**src/rtl/lfid_pkg.sv**
```systemverilog
// Shared constants and codes for the lowest free identifier allocator.
package lfid_pkg;

    localparam int ID_W          = 16;
    localparam int WORD_W        = 32;
    localparam int BIT_W         = 5;
    localparam int DEF_MAP_SIZE  = 1024;

    localparam logic [ID_W-1:0] PID_MIN_RST = 16'd100;
    localparam logic [ID_W-1:0] PID_MAX_RST = 16'd1000;

    // register indexes on the configuration port
    localparam logic REG_PID_MIN = 1'b0;
    localparam logic REG_PID_MAX = 1'b1;

    // request kinds
    localparam logic OP_ALLOC   = 1'b0;
    localparam logic OP_RELEASE = 1'b1;

    // result status codes
    localparam logic [1:0] ST_OK    = 2'd0;
    localparam logic [1:0] ST_FULL  = 2'd1;
    localparam logic [1:0] ST_RANGE = 2'd2;

endpackage

```
**src/rtl/lowest_free_id_allocator.sv**
```systemverilog
// Lowest free identifier allocator: in-use bitmap in a word memory, scanned one word a cycle.
//
//  channel  | handshake              | payload
//  ---------+------------------------+------------------------------
//  in       | in_valid / in_ready    | op, release_id
//  out      | out_valid / out_ready  | granted_id, status
//  cfg      | cfg_we (no wait)       | cfg_idx, cfg_data
//
// Allocate: accept (S_IDLE reads word 0), then S_SCAN examines 32-bit bitmap words
//   in turn through the single memory read port, reading each next word ahead, up
//   to ceil(MAP_SIZE/32) words (32 for the default 1024); S_DONE then hands the
//   result to the output register. An empty span reads no word and skips S_SCAN.
// Release: accept, S_REL_CHK (range check + read), S_REL_WR (write back), S_DONE;
//   out of range identifiers skip S_REL_WR (no read or write back).
// After reset a clearing pass writes zero to every word, during which in_ready
//   stays low; cfg writes are taken as usual.
// A finished result waits in the output register while the next transaction
//   is accepted and worked on; the block stalls only if a second result is
//   ready before the first has been taken.
module lowest_free_id_allocator #(
    parameter int MAP_SIZE = lfid_pkg::DEF_MAP_SIZE
) (
    input  logic                      clk,
    input  logic                      rst_n,
    // request channel
    input  logic                      in_valid,
    output logic                      in_ready,
    input  logic                      op,
    input  logic [lfid_pkg::ID_W-1:0] release_id,
    // result channel
    output logic                      out_valid,
    input  logic                      out_ready,
    output logic [lfid_pkg::ID_W-1:0] granted_id,
    output logic [1:0]                status,
    // configuration
    input  logic                      cfg_we,
    input  logic                      cfg_idx,
    input  logic [lfid_pkg::ID_W-1:0] cfg_data
);

    localparam int WORD_W    = lfid_pkg::WORD_W;
    localparam int BIT_W     = lfid_pkg::BIT_W;
    localparam int ID_W      = lfid_pkg::ID_W;
    localparam int NUM_WORDS = (MAP_SIZE + WORD_W - 1) / WORD_W;
    localparam int WIDX_W    = (NUM_WORDS > 1) ? $clog2(NUM_WORDS) : 1;
    // wide enough for the span and for any word base address + one word
    localparam int CALC_W    = $clog2(NUM_WORDS * WORD_W + 1);

    typedef enum logic [2:0] {
        S_CLEAR,
        S_IDLE,
        S_SCAN,
        S_REL_CHK,
        S_REL_WR,
        S_DONE
    } state_t;

    // ---------------- configuration registers ----------------
    logic [ID_W-1:0] pid_min_reg;
    logic [ID_W-1:0] pid_max_reg;

    always_ff @(posedge clk or negedge rst_n)
    begin
        if (!rst_n)
        begin
            pid_min_reg <= lfid_pkg::PID_MIN_RST;
            pid_max_reg <= lfid_pkg::PID_MAX_RST;
        end
        else if (cfg_we)
        begin
            unique case (cfg_idx)
                lfid_pkg::REG_PID_MIN: pid_min_reg <= cfg_data;
                lfid_pkg::REG_PID_MAX: pid_max_reg <= cfg_data;
                default: ;
            endcase
        end
    end

    // usable span: pid_max - pid_min + 1, clipped to MAP_SIZE, zero if inverted
    logic [ID_W:0]   span_diff;
    logic [ID_W:0]   span_full;
    logic [CALC_W-1:0] span_cur;

    always_comb
    begin
        span_diff = {1'b0, pid_max_reg} - {1'b0, pid_min_reg};
        span_full = span_diff + (ID_W+1)'(1);
        if (pid_max_reg < pid_min_reg)
            span_cur = '0;
        else if (span_full > (ID_W+1)'(MAP_SIZE))
            span_cur = CALC_W'(MAP_SIZE);
        else
            span_cur = CALC_W'(span_full);
    end

    // ---------------- bitmap memory ----------------
    logic [WORD_W-1:0] map_mem [NUM_WORDS];
    logic [WORD_W-1:0] rdata_reg;
    logic              mem_we;
    logic [WIDX_W-1:0] mem_waddr;
    logic [WORD_W-1:0] mem_wdata;
    logic              mem_re;
    logic [WIDX_W-1:0] mem_raddr;

    always_ff @(posedge clk)
    begin
        if (mem_we)
            map_mem[mem_waddr] <= mem_wdata;
        if (mem_re)
            rdata_reg <= map_mem[mem_raddr];
    end

    // ---------------- sequencer registers ----------------
    state_t            state_reg,   state_next;
    logic [WIDX_W-1:0] word_reg,    word_next;    // clear / scan / release word
    logic [BIT_W-1:0]  rel_bit_reg, rel_bit_next;
    logic [ID_W-1:0]   rid_reg,     rid_next;
    logic [CALC_W-1:0] span_reg,    span_next;
    logic [ID_W-1:0]   res_id_reg,  res_id_next;
    logic [1:0]        res_st_reg,  res_st_next;
    logic              out_valid_reg, out_valid_next;
    logic [ID_W-1:0]   granted_id_reg, granted_id_next;
    logic [1:0]        status_reg,  status_next;

    // ---------------- scan datapath (word examiner) ----------------
    logic [CALC_W-1:0] scan_base;
    logic [CALC_W-1:0] next_base;
    logic [CALC_W-1:0] limit;
    logic [WORD_W-1:0] valid_mask;
    logic [WORD_W-1:0] free_bits;
    logic              found;
    logic [BIT_W-1:0]  found_pos;
    logic              last_word;

    always_comb
    begin
        scan_base = CALC_W'({word_reg, {BIT_W{1'b0}}});
        next_base = scan_base + CALC_W'(WORD_W);
        limit     = span_reg - scan_base;
        // bits at or beyond the span count as taken
        if (limit >= CALC_W'(WORD_W))
            valid_mask = '1;
        else
            valid_mask = ~({WORD_W{1'b1}} << limit[BIT_W-1:0]);
        free_bits = ~rdata_reg & valid_mask;
        found     = |free_bits;
        found_pos = '0;
        for (int b = WORD_W - 1; b >= 0; b--)
        begin
            if (free_bits[b])
                found_pos = BIT_W'(b);
        end
        last_word = (next_base >= span_reg);
    end

    // ---------------- release range check ----------------
    logic [ID_W-1:0] rel_off;
    logic            rel_ok;

    always_comb
    begin
        rel_off = rid_reg - pid_min_reg;
        rel_ok  = (rid_reg >= pid_min_reg)
               && ({1'b0, rel_off} < (ID_W+1)'(span_reg));
    end

    // ---------------- next-state logic ----------------
    logic in_fire;
    logic out_free;

    assign in_ready = (state_reg == S_IDLE);
    assign in_fire  = in_valid && in_ready;
    assign out_free = !out_valid_reg || out_ready;

    always_comb
    begin
        state_next      = state_reg;
        word_next       = word_reg;
        rel_bit_next    = rel_bit_reg;
        rid_next        = rid_reg;
        span_next       = span_reg;
        res_id_next     = res_id_reg;
        res_st_next     = res_st_reg;
        out_valid_next  = out_valid_reg && !out_ready;
        granted_id_next = granted_id_reg;
        status_next     = status_reg;

        mem_we    = 1'b0;
        mem_waddr = word_reg;
        mem_wdata = '0;
        mem_re    = 1'b0;
        mem_raddr = '0;

        unique case (state_reg)
            S_CLEAR:
            begin
                mem_we    = 1'b1;
                mem_waddr = word_reg;
                mem_wdata = '0;
                word_next = word_reg + WIDX_W'(1);
                if (word_reg == WIDX_W'(NUM_WORDS - 1))
                begin
                    word_next  = '0;
                    state_next = S_IDLE;
                end
            end

            S_IDLE:
            begin
                if (in_fire)
                begin
                    span_next = span_cur;
                    rid_next  = release_id;
                    word_next = '0;
                    if (op == lfid_pkg::OP_RELEASE)
                        state_next = S_REL_CHK;
                    else if (span_cur == '0)
                    begin
                        res_id_next = '0;
                        res_st_next = lfid_pkg::ST_FULL;
                        state_next  = S_DONE;
                    end
                    else
                    begin
                        mem_re     = 1'b1;
                        mem_raddr  = '0;
                        state_next = S_SCAN;
                    end
                end
            end

            S_SCAN:
            begin
                // rdata_reg holds word word_reg; prefetch the following word
                if (found)
                begin
                    mem_we      = 1'b1;
                    mem_waddr   = word_reg;
                    mem_wdata   = rdata_reg | (WORD_W'(1) << found_pos);
                    res_id_next = pid_min_reg + ID_W'({word_reg, found_pos});
                    res_st_next = lfid_pkg::ST_OK;
                    state_next  = S_DONE;
                end
                else if (last_word)
                begin
                    res_id_next = '0;
                    res_st_next = lfid_pkg::ST_FULL;
                    state_next  = S_DONE;
                end
                else
                begin
                    mem_re    = 1'b1;
                    mem_raddr = word_reg + WIDX_W'(1);
                    word_next = word_reg + WIDX_W'(1);
                end
            end

            S_REL_CHK:
            begin
                res_id_next = '0;
                if (rel_ok)
                begin
                    mem_re       = 1'b1;
                    mem_raddr    = rel_off[BIT_W +: WIDX_W];
                    word_next    = rel_off[BIT_W +: WIDX_W];
                    rel_bit_next = rel_off[BIT_W-1:0];
                    state_next   = S_REL_WR;
                end
                else
                begin
                    res_st_next = lfid_pkg::ST_RANGE;
                    state_next  = S_DONE;
                end
            end

            S_REL_WR:
            begin
                mem_we      = 1'b1;
                mem_waddr   = word_reg;
                mem_wdata   = rdata_reg & ~(WORD_W'(1) << rel_bit_reg);
                res_st_next = lfid_pkg::ST_OK;
                state_next  = S_DONE;
            end

            S_DONE:
            begin
                if (out_free)
                begin
                    out_valid_next  = 1'b1;
                    granted_id_next = res_id_reg;
                    status_next     = res_st_reg;
                    state_next      = S_IDLE;
                end
            end

            default:
            begin
                state_next = S_IDLE;
            end
        endcase
    end

    // ---------------- state and registered outputs ----------------
    always_ff @(posedge clk or negedge rst_n)
    begin
        if (!rst_n)
        begin
            state_reg     <= S_CLEAR;
            word_reg      <= '0;
            out_valid_reg <= 1'b0;
        end
        else
        begin
            state_reg     <= state_next;
            word_reg      <= word_next;
            out_valid_reg <= out_valid_next;
        end
    end

    always_ff @(posedge clk)
    begin
        rel_bit_reg    <= rel_bit_next;
        rid_reg        <= rid_next;
        span_reg       <= span_next;
        res_id_reg     <= res_id_next;
        res_st_reg     <= res_st_next;
        granted_id_reg <= granted_id_next;
        status_reg     <= status_next;
    end

    assign out_valid  = out_valid_reg;
    assign granted_id = granted_id_reg;
    assign status     = status_reg;

endmodule

```
**config.mk**
```make
export PLATFORM = sky130hd
export DESIGN_NAME = lowest_free_id_allocator
export DESIGN_NICKNAME = d
export VERILOG_FILES = /design/src/rtl/lfid_pkg.sv /design/src/rtl/lowest_free_id_allocator.sv
export SDC_FILE = /design/constraint.sdc
export NUM_CORES = 1
export LEC_CHECK = 0
export ABC_AREA = 1
export BUFFER_PORTS_ARGS = -buffer_cell sky130_fd_sc_hd__buf_2
export CAP_MARGIN = 5
export CORE_AREA = 4 4 434 307
export CTS_CLUSTER_SIZE = 20
export DETAILED_ROUTE_END_ITERATION = 6
export DIE_AREA = 0 0 438 311
export PLACE_DENSITY = 0.63
export SLEW_MARGIN = 20
export SYNTH_ARGS = -nofsm -noshare
export SYNTH_HDL_FRONTEND = slang
export SYNTH_SLANG_ARGS = --single-unit
```
**constraint.sdc**
```tcl
create_clock -name clk -period 14.31 [get_ports clk]
set_input_delay 2.1465 -clock clk [delete_from_list [all_inputs] [get_ports clk]]
set_output_delay 2.1465 -clock clk [all_outputs]
set_load 0.02 [all_outputs]
```
## Word level (Yosys, flattened, before mapping)

Memory sizes are Yosys's and may differ from the RTL's. A register that Yosys moved wholly into a read port is not among the register bits.
Cells that the tools add are included.

| word-level totals | value |
|---|---|
| memories kept | 1 |
| bits in writable memories | 1024 |
| word-level logic and storage cells | 156 |
| input bits | 39 |
| output and inout bits | 20 |
| register bits after elaboration | 109 |

| operators by class | value |
|---|---|
| shift operators | 3 |
| equality and inequality tests | 16 |
| $add $sub $neg | 7 |
| order comparisons | 6 |
| bitwise logic cells | 7 |
| mux-type cells | 82 |
| reduce and logical (&&, ||, !) cells | 22 |

Memory list:

| memory | depth | width | rd ports | clocked after memory_dff | wr ports | line | RTL |
|---|---|---|---|---|---|---|---|
| map_mem | 32 | 32 | 1 | 1 | 1 | lowest_free_id_allocator.sv:97 | `logic [WORD_W-1:0] map_mem [NUM_WORDS];` |

Operators by type and width:

| kind | count |
|---|---|
| 2-to-1 mux 5 bit | 40 |
| NOT 32 bit | 3 |
| 2-to-1 mux 16 bit | 5 |
| bitwise AND 32 bit | 2 |
| 2-to-1 mux 32 bit | 2 |
| case mux 32 bit (2 select lines) | 1 |
| left shift 1 x 5 -> 32 bit (first input constant) | 2 |
| case mux 16 bit (3 select lines) | 1 |
| OR 32 bit | 1 |
| OR reduction 32 bit | 1 |
| left shift 32 x 5 -> 32 bit (first input constant) | 1 |
| 2-to-1 mux 11 bit | 2 |
| 2-to-1 mux 3 bit | 7 |
| case mux 5 bit (4 select lines) | 1 |
| case mux 3 bit (6 select lines) | 1 |
| adder 17 x 1 -> 17 bit (second input constant) | 1 |
| greater-than comparator 17 x 11 -> 1 bit (second input constant) | 1 |
| subtractor 16 x 16 -> 17 bit | 1 |
| adder 16 x 10 -> 16 bit | 1 |
| greater-or-equal comparator 16 bit | 1 |
| less-than comparator 16 x 11 -> 1 bit | 1 |
| less-than comparator 16 bit | 1 |
| subtractor 16 bit | 1 |
| inequality test 2 bit (second input constant) | 7 |
| 30 further kinds | 58 |

## Logic depth before layout (Yosys ltp)

Gate-level depths: netlist (run 1).

| logic depth | value |
|---|---|
| depth after elaboration | 41 |
| depth in mapped cells | 59 |
| gate-level depth less buffers | 58 |

## Worst setup path before layout (run 1)

Ideal clock, no wire load.

| timing path | value |
|---|---|
| path kind | reg2reg |
| from | reg word_reg[0] |
| to | reg res_id_reg[15], data pin |
| path slack | 8.892 ns |
| setup time | 0.254 ns |
| data arrival time | 5.164 ns |
| cell stages (with the launch flop) | 56 |
| required time | 14.056 ns |
| path buffers | 1 |
| clock period less this slack | 5.418 ns |
| path through | dfrtp_1 ha_1 inv_1 fa_1 or2_1 nor2_1 nand3_1 nor2_1 nand2_1 buf_6 o21bai_2 nand2_1 nand2_1 nand2_1 nand2_1 nand2_1 nand2_1 nand2_1 [20 not listed] nand2_1 nand2_1 inv_1 ha_1 a31oi_1 o21ai_0 nand3_1 nand2_1 nand3_1 nand2_1 nand2_1 inv_1 o21ai_0 nor3_1 inv_1 nor3_1 a21oi_1 o21a_1 |

| on the way | value |
|---|---|
| longest elaborated chain between the ends | 39 |
| elaborated cells on any way between the ends | 40 |
| those cells by class | add/sub: 2; order compare: 1; mux: 35; bitwise: 1; reduce/logical: 1 |

Ends and longest elaborated chain:

| what | line | RTL |
|---|---|---|
| start, declared | lowest_free_id_allocator.sv:115 | `logic [WIDX_W-1:0] word_reg, word_next;` |
| start signal, assigned | lowest_free_id_allocator.sv:315 | `word_reg <= word_next;` |
| subtractor 11 x 10 -> 11 bit | lowest_free_id_allocator.sv:139 | `limit = span_reg - scan_base;` |
| greater-or-equal comparator 11 x 6 -> 1 bit | lowest_free_id_allocator.sv:141 | `if (limit >= CALC_W'(WORD_W))` |
| 2-to-1 mux 32 bit | lowest_free_id_allocator.sv:141 |  |
| bitwise AND 32 bit | lowest_free_id_allocator.sv:145 | `free_bits = ~rdata_reg & valid_mask;` |
| 2-to-1 mux 5 bit (32 in series) | lowest_free_id_allocator.sv:150 | `if (free_bits[b])` |
| adder 16 x 10 -> 16 bit | lowest_free_id_allocator.sv:240 | `res_id_next = pid_min_reg + ID_W'({word_reg, found_pos});` |
| 2-to-1 mux 16 bit * | lowest_free_id_allocator.sv:235 | `if (found)` |
| case mux 16 bit (3 select lines) * | lowest_free_id_allocator.sv:194 | `unique case (state_reg)` |
| end signal, assigned | lowest_free_id_allocator.sv:325 | `res_id_reg <= res_id_next;` |
| end, declared | lowest_free_id_allocator.sv:119 | `logic [ID_W-1:0] res_id_reg, res_id_next;` |

Mark *: on every way between the ends. The rest lies on a longest branch, timed or not.
A chain may end at the register's enable or synchronous reset.

## Worst setup path after layout (run 1)

| timing path | value |
|---|---|
| from | reg word_reg[0] |
| to | reg rdata_reg[28] (read register of map_mem), data pin |

| on the way | value |
|---|---|
| longest elaborated chain between the ends | 7 |
| elaborated cells on any way between the ends | 14 |
| those cells by class | add/sub: 3; order compare: 2; mux: 7; bitwise: 1; reduce/logical: 1 |

Ends and longest elaborated chain:

| what | line | RTL |
|---|---|---|
| subtractor 11 x 10 -> 11 bit | lowest_free_id_allocator.sv:139 |  |
| greater-or-equal comparator 11 x 6 -> 1 bit | lowest_free_id_allocator.sv:141 |  |
| 2-to-1 mux 32 bit | lowest_free_id_allocator.sv:141 |  |
| bitwise AND 32 bit | lowest_free_id_allocator.sv:145 |  |
| OR reduction 32 bit | lowest_free_id_allocator.sv:146 | `found = \|free_bits;` |
| 2-to-1 mux 1 bit / 2-to-1 mux 5 bit (equally long branches) | lowest_free_id_allocator.sv:235 |  |
| case mux 1 bit (3 select lines) / case mux 5 bit (2 select lines) (equally long branches) | lowest_free_id_allocator.sv:194 |  |
| end, declared | lowest_free_id_allocator.sv:98 | `logic [WORD_W-1:0] rdata_reg;` |

Several ways; a longest one is shown, not always the timed one.

==> results of run 1 <==
[routing by layer]
layer	track usage	part of all wire	wire length, um
met3	0.0435	0.11	16300
met4	0.0474	0.021	3140
met5	0	0	0
met1	0.337	0.45	67200
met2	0.301	0.42	62600
[worst max-delay path, delay by kind of cell (launching register included)]
family | cells | cell delay, ns
AND/OR/NAND/NOR | 19 | 3.37
adder cells (fa/ha/maj) | 2 | 0.64
AO/OA/AOI/OAI | 2 | 0.43
buffers and inverters | 6 | 2.64
flip-flops | 1 | 0.47
[area by class of cell]
| class | instances | area [um^2] |
|---|---|---|
| diodes | 2 | 5.00 |
| clock buffers | 134 | 2800 |
| clock inverters | 60 | 602 |
| fillers | 11719 | 71700 |
| inverters | 198 | 771 |
| multi-input cells | 2781 | 14900 |
| flip-flops and latches | 1165 | 34800 |
| well taps | 1736 | 2170 |
| repair buffers | 126 | 826 |
[where the power goes]
| part | internal [mW] | switching [mW] |
|---|---|---|
| registers | 4.14 | 0.102 |
| clock network | 1.55 | 1.29 |
| logic | 0.361 | 0.948 |
[path summary, 6_finish.rpt]
| path | to | depth (start not counted) | startpoint | slack (ns) |
|---|---|---|---|---|
| setup / recovery | rdata_reg[28] | 29 | word_reg[0] | 6.35 |
| hold / removal | granted_id[15] | 0 | res_id_reg[15] | 0.42 |
| setup reg to reg | rdata_reg[28] | 29 | word_reg[0] | 6.35 |
| hold reg to reg | granted_id[15] | 0 | res_id_reg[15] | 0.42 |
| max in group asynchronous | pid_min_reg[1] | 2 | rst_n | 12.33 |
| min in group asynchronous | out_valid | 2 | rst_n | 1.50 |
[cell families (layout without fill, tap and decap cells)]
family          after synthesis  in the layout
fa+ha+maj                    96             96
simple gates               1754           1754
compound gates              894            894
other cells                   0              2
xor+xnor                     37             37
buf+inv                     441            518
flops                      1165           1165
[cells in the final DEF (no fill, tap or decap), types with 38 or more instances in the layout]
master,n
o211ai_1,183
buf_2,58
o21ai_0,95
buf_4,66
a21oi_1,374
nand2_1,1042
or2_1,131
o21ai_1,160
or2_2,66
clkbuf_16,106
inv_1,185
edfxtp_1,1124
nand3_1,304
nand4_1,38
nor2_1,84
ha_1,85
[stage by stage]
step	power [mW]	cells	hold WS [ns]	utilization	setup WS, ns
after CTS	8.41	6200	0.417	0.442	6.45
after detailed placement	5.60	6006	0.405	0.415	6.46
after global placement	5.58	6006	0.403	0.415	6.49
after floorplan	5.10	4387	0.400	-	8.89
after global routing	8.74	6201	0.423	0.442	5.64
final	8.39	6202	0.418	0.442	6.35
==> run metrics, run 1 <==
status finished, final reports clean; Yosys warning total 0; drt wl/cell about 24 um; Final Critical Period 7.96 ns; top-count cell post-synth edfxtp_1; post-route ant nets 0; Clock Tree Buf Depth 3; CTS hold repair buffers 0; fmax 126 MHz; Worst path max stage delay roughly 0.74 ns; DRT iter0 DRCs ~4600; top cell type's share of synthesized area 0.657; Max VDD drop between 100 and 150 uV; RSZ-0062 raised after global routing false; Post-synth EDFFs 1124; mean post-synth cell area ~12 um^2; top post-synthesis cells by area edfxtp_1 66%, nand2_1 7.7%, a21oi_1 3.7%; Worst-path clk slew roughly 0.070 ns; CTS tree built; complex-gate fraction of the synthesized area 0.102; Vias ~35000; root buffer cell clkbuf_16; Synth Area in Adders 0.0250; Syn Std Cell Area ~51000 um^2; setup violators final 0; hpwl dp a little over 80000 um; placed cell area 53400 um^2; mean number of vias per cell between 5 and 6; Slew HR 0.256; Top cell by count, worst path nand2_1; Initial Util 0.399; chip width around 440 um; crit path max fanout approximately 210; synthesis-stage register bit count 1165; Final Hold Viols 0; via count of the first global-routing pass 31988; Final Skew between 0.05 and 0.06 ns; insertion delay to the later sink of the worst-skew pair between 0.7 and 0.8 ns; Post-CTS Resized 0; Post-synth top cells 1124 x edfxtp_1, 1055 x nand2_1, 375 x a21oi_1, 305 x nand3_1, 185 x inv_1; Tightest Pin Transition ~1.1 ns; Tcrit/Tclk final 0.556; global-route wire length before repair ~220000 um; Max Cap Violations 0; post-route design area 56900 um^2; CTS buffer count 105; syn_nets 4522; GP Congestion 0.934; Final Slew Violations 0; row count 110; H-Tree Depth 3; setup TNS 0 ns; Crit Path Class reg2reg; share of synthesized registers carrying an async set or reset 0.0352; Hold WC Path Type reg2reg; First-pass DRT Iterations 6; largest net degree at the start of global routing around 240; DRC Markers 0; Die H approximately 310 um; clock sink count 1165; Top Ports 59; Critical Path RT 14.93 ns; IO buf count 58; area share of and/or/nand/nor cells after synthesis 0.149; final layout net count between 4000 and 5000; most area-hungry cell type in the Yosys netlist edfxtp_1; Synth Instances approximately 4400; antenna violations before repair 3; Pwr Density around 150 nW/um^2; total die area about 140000 um^2; largest family of logic cells by synthesized area simple AND/OR/NAND/NOR gates; synthesis-to-layout area growth 10.7%; total wire length between 100000 and 150000 um; GR Util All Layers 0.214; leakage 20.2 nW; critical path startpoint category flip-flop; CP endpoint kind flip-flop; slowest CP cell buf_4; Synth cell types between 50 and 60; Setup Buffers After CTS 0; core area ~130000 um^2; number of flip-flops under the largest register name between 1000 and 1500; sequential fraction of the synthesis area 0.678; Synth Area in XOR/XNOR 0.00631; Main synth FF type edfxtp_1; mux cell area share after synthesis 0; worst path arrival time 8.58 ns; layout cell share with drive strength beyond 1 0.101; grt ovf 0
Power figures use the tool's default switching activity.
==> run 2: changes to the inputs <==
--- a/config.mk
+++ b/config.mk
@@ -12,7 +12,7 @@
 export CTS_CLUSTER_SIZE = 20
 export DETAILED_ROUTE_END_ITERATION = 6
 export DIE_AREA = 0 0 438 311
-export PLACE_DENSITY = 0.63
+export PLACE_DENSITY = 0.65
 export SLEW_MARGIN = 20
 export SYNTH_ARGS = -nofsm -noshare
 export SYNTH_HDL_FRONTEND = slang
==> constraint.sdc (replaced) <==
create_clock -name clk -period 6.4 [get_ports clk]
set_input_delay 0.96 -clock clk [delete_from_list [all_inputs] [get_ports clk]]
set_output_delay 0.96 -clock clk [all_outputs]
set_load 0.02 [all_outputs]
==> run metrics, run 2 (synthesis gave the netlist of run 1 again) <==
worst path arrival time about 6.4 ns; Crit path max-delay family simple AND/OR/NAND/NOR gates; Critical Path RT between 6 and 7 ns; antenna violations before repair 0; number of flip-flops under the largest register name 1024; via count of the first global-routing pass between 30000 and 40000; total wire length 146000 um; Final Skew between 0.04 and 0.05 ns; critical path startpoint category flip-flop; Tcrit/Tclk final 0.929; chip width 438 um; Layout Cells excl Fill 6278; Reg2Reg Depth 28; Top cell by count, worst path nand2_1; min setup slack post-route between 0.4 and 0.5 ns; DP Cell Count a little over 6000; status finished, final reports clean; DRC Markers 0; Worst path max stage delay 0.41 ns; Pwr Density ~330 nW/um^2; Crit Path Class reg2reg; commonest non-fill, non-tap cells in the layout 1124 x edfxtp_1, 1051 x nand2_1, 374 x a21oi_1, 304 x nand3_1; synthesis-to-layout area growth 12.4%; # fillers 11697; Final Slew Violations 0; Worst-path clk slew around 0.070 ns; mean number of vias per cell approximately 5.6; leading cell type in the layout, fill and taps excluded edfxtp_1; First-pass DRT Iterations 6; leakage just over 20 nW; row count 110; CP endpoint kind flip-flop; Clock Tree Buf Depth 3; Buf/Inv on CP 6; total power ~19 mW; RSZ-0062 raised after global routing false; total die area around 140000 um^2; Max Cap Violations 0; drt wl/cell 23.2 um; Initial Util 0.399; crit path max fanout 196; insertion delay to the later sink of the worst-skew pair 0.73 ns; DRT iter0 DRCs about 4800; GR Util All Layers 0.208; Top Ports 59; Slew HR 0.319; Tightest Pin Transition 1.02 ns; setup TNS 0 ns; largest net degree at the start of global routing between 150 and 200; CTS hold repair buffers 0; Hold WC Path Type in2async; placed cell area roughly 54000 um^2; Final Critical Period 5.94 ns; clock sink count roughly 1200; fmax between 150 and 200 MHz; global-route wire length before repair around 220000 um; Reg-to-Reg End rdata_reg[20]; Vias 34893; Max VDD drop 257 uV; post-route design area just under 60000 um^2; CTS tree built; final layout net count ~4600; GP Congestion between 0.9 and 1; Die H a little over 300 um; antenna cells 0; hpwl dp between 80000 and 90000 um; hold_ws ~0.30 ns; core area around 130000 um^2; Reg-to-Reg Start word_reg[0]; r2r setup slk 0.46 ns; post-route ant nets 0; IO buf count slightly below 60; CTS buffer count between 100 and 150; post-layout util 0.449; dpl ws between 0.3 and 0.4 ns; Final Hold Viols 0; slowest CP cell fa_1; root buffer cell clkbuf_16; setup violators final 0; grt ovf 0; H-Tree Depth 3; layout cell share with drive strength beyond 1 0.117
[run 2: routing by layer]
layer | GRT usage | routed length, um
met3 | 0.0419 | 14700
met5 | 0 | 0
met1 | 0.324 | 66000
met2 | 0.295 | 61400
met4 | 0.0539 | 3640
[run 2: cell type report]
type / instances / area [um^2] / area share
inverters: 198 / 771 / 0.0134
clock buffers: 132 / 2790 / 0.0484
clock inverters: 62 / 616 / 0.0107
flip-flops and latches: 1165 / 34800 / 0.603
multi-input cells: 2781 / 14900 / 0.258
well taps: 1736 / 2170 / 0.0376
repair buffers: 204 / 1660 / 0.0288
[run 2: worst max path at each step]
stage	from	endpoint	slack, ns	depth (start not counted)
final	word_reg[0]	rdata_reg[20]	0.46	28
after global routing	word_reg[0]	res_id_reg[15]	0.005	54
after CTS	word_reg[0]	res_id_reg[15]	0.29	54
after detailed placement	span_reg[5]	res_id_reg[15]	0.31	55
after global placement	span_reg[5]	res_id_reg[15]	0.27	55
after floorplan	word_reg[0]	res_id_reg[15]	0.98	55
[run 2: worst register-to-register path, delay by kind of cell, from the launching register on]
family / cells / cell delay, ns
fa+ha+maj: 2 / 0.62
buf+inv: 6 / 1.38
simple gates: 18 / 2.74
compound gates: 2 / 0.54
flops: 1 / 0.38
[run 2: repair_timing]
item                                    CTS  global route
hold endpoints to repair                  0             0
buffers inserted                          0             4
resized for setup                         0            22
endpoints found under the setup margin    0             7
[run 2: power breakdown]
| group | total [mW] | switching, mW | internal [mW] |
|---|---|---|---|
| Sequential | 9.43 | 0.195 | 9.23 |
| Clock | 6.38 | 2.85 | 3.54 |
| Combinational | 3.06 | 2.17 | 0.887 |
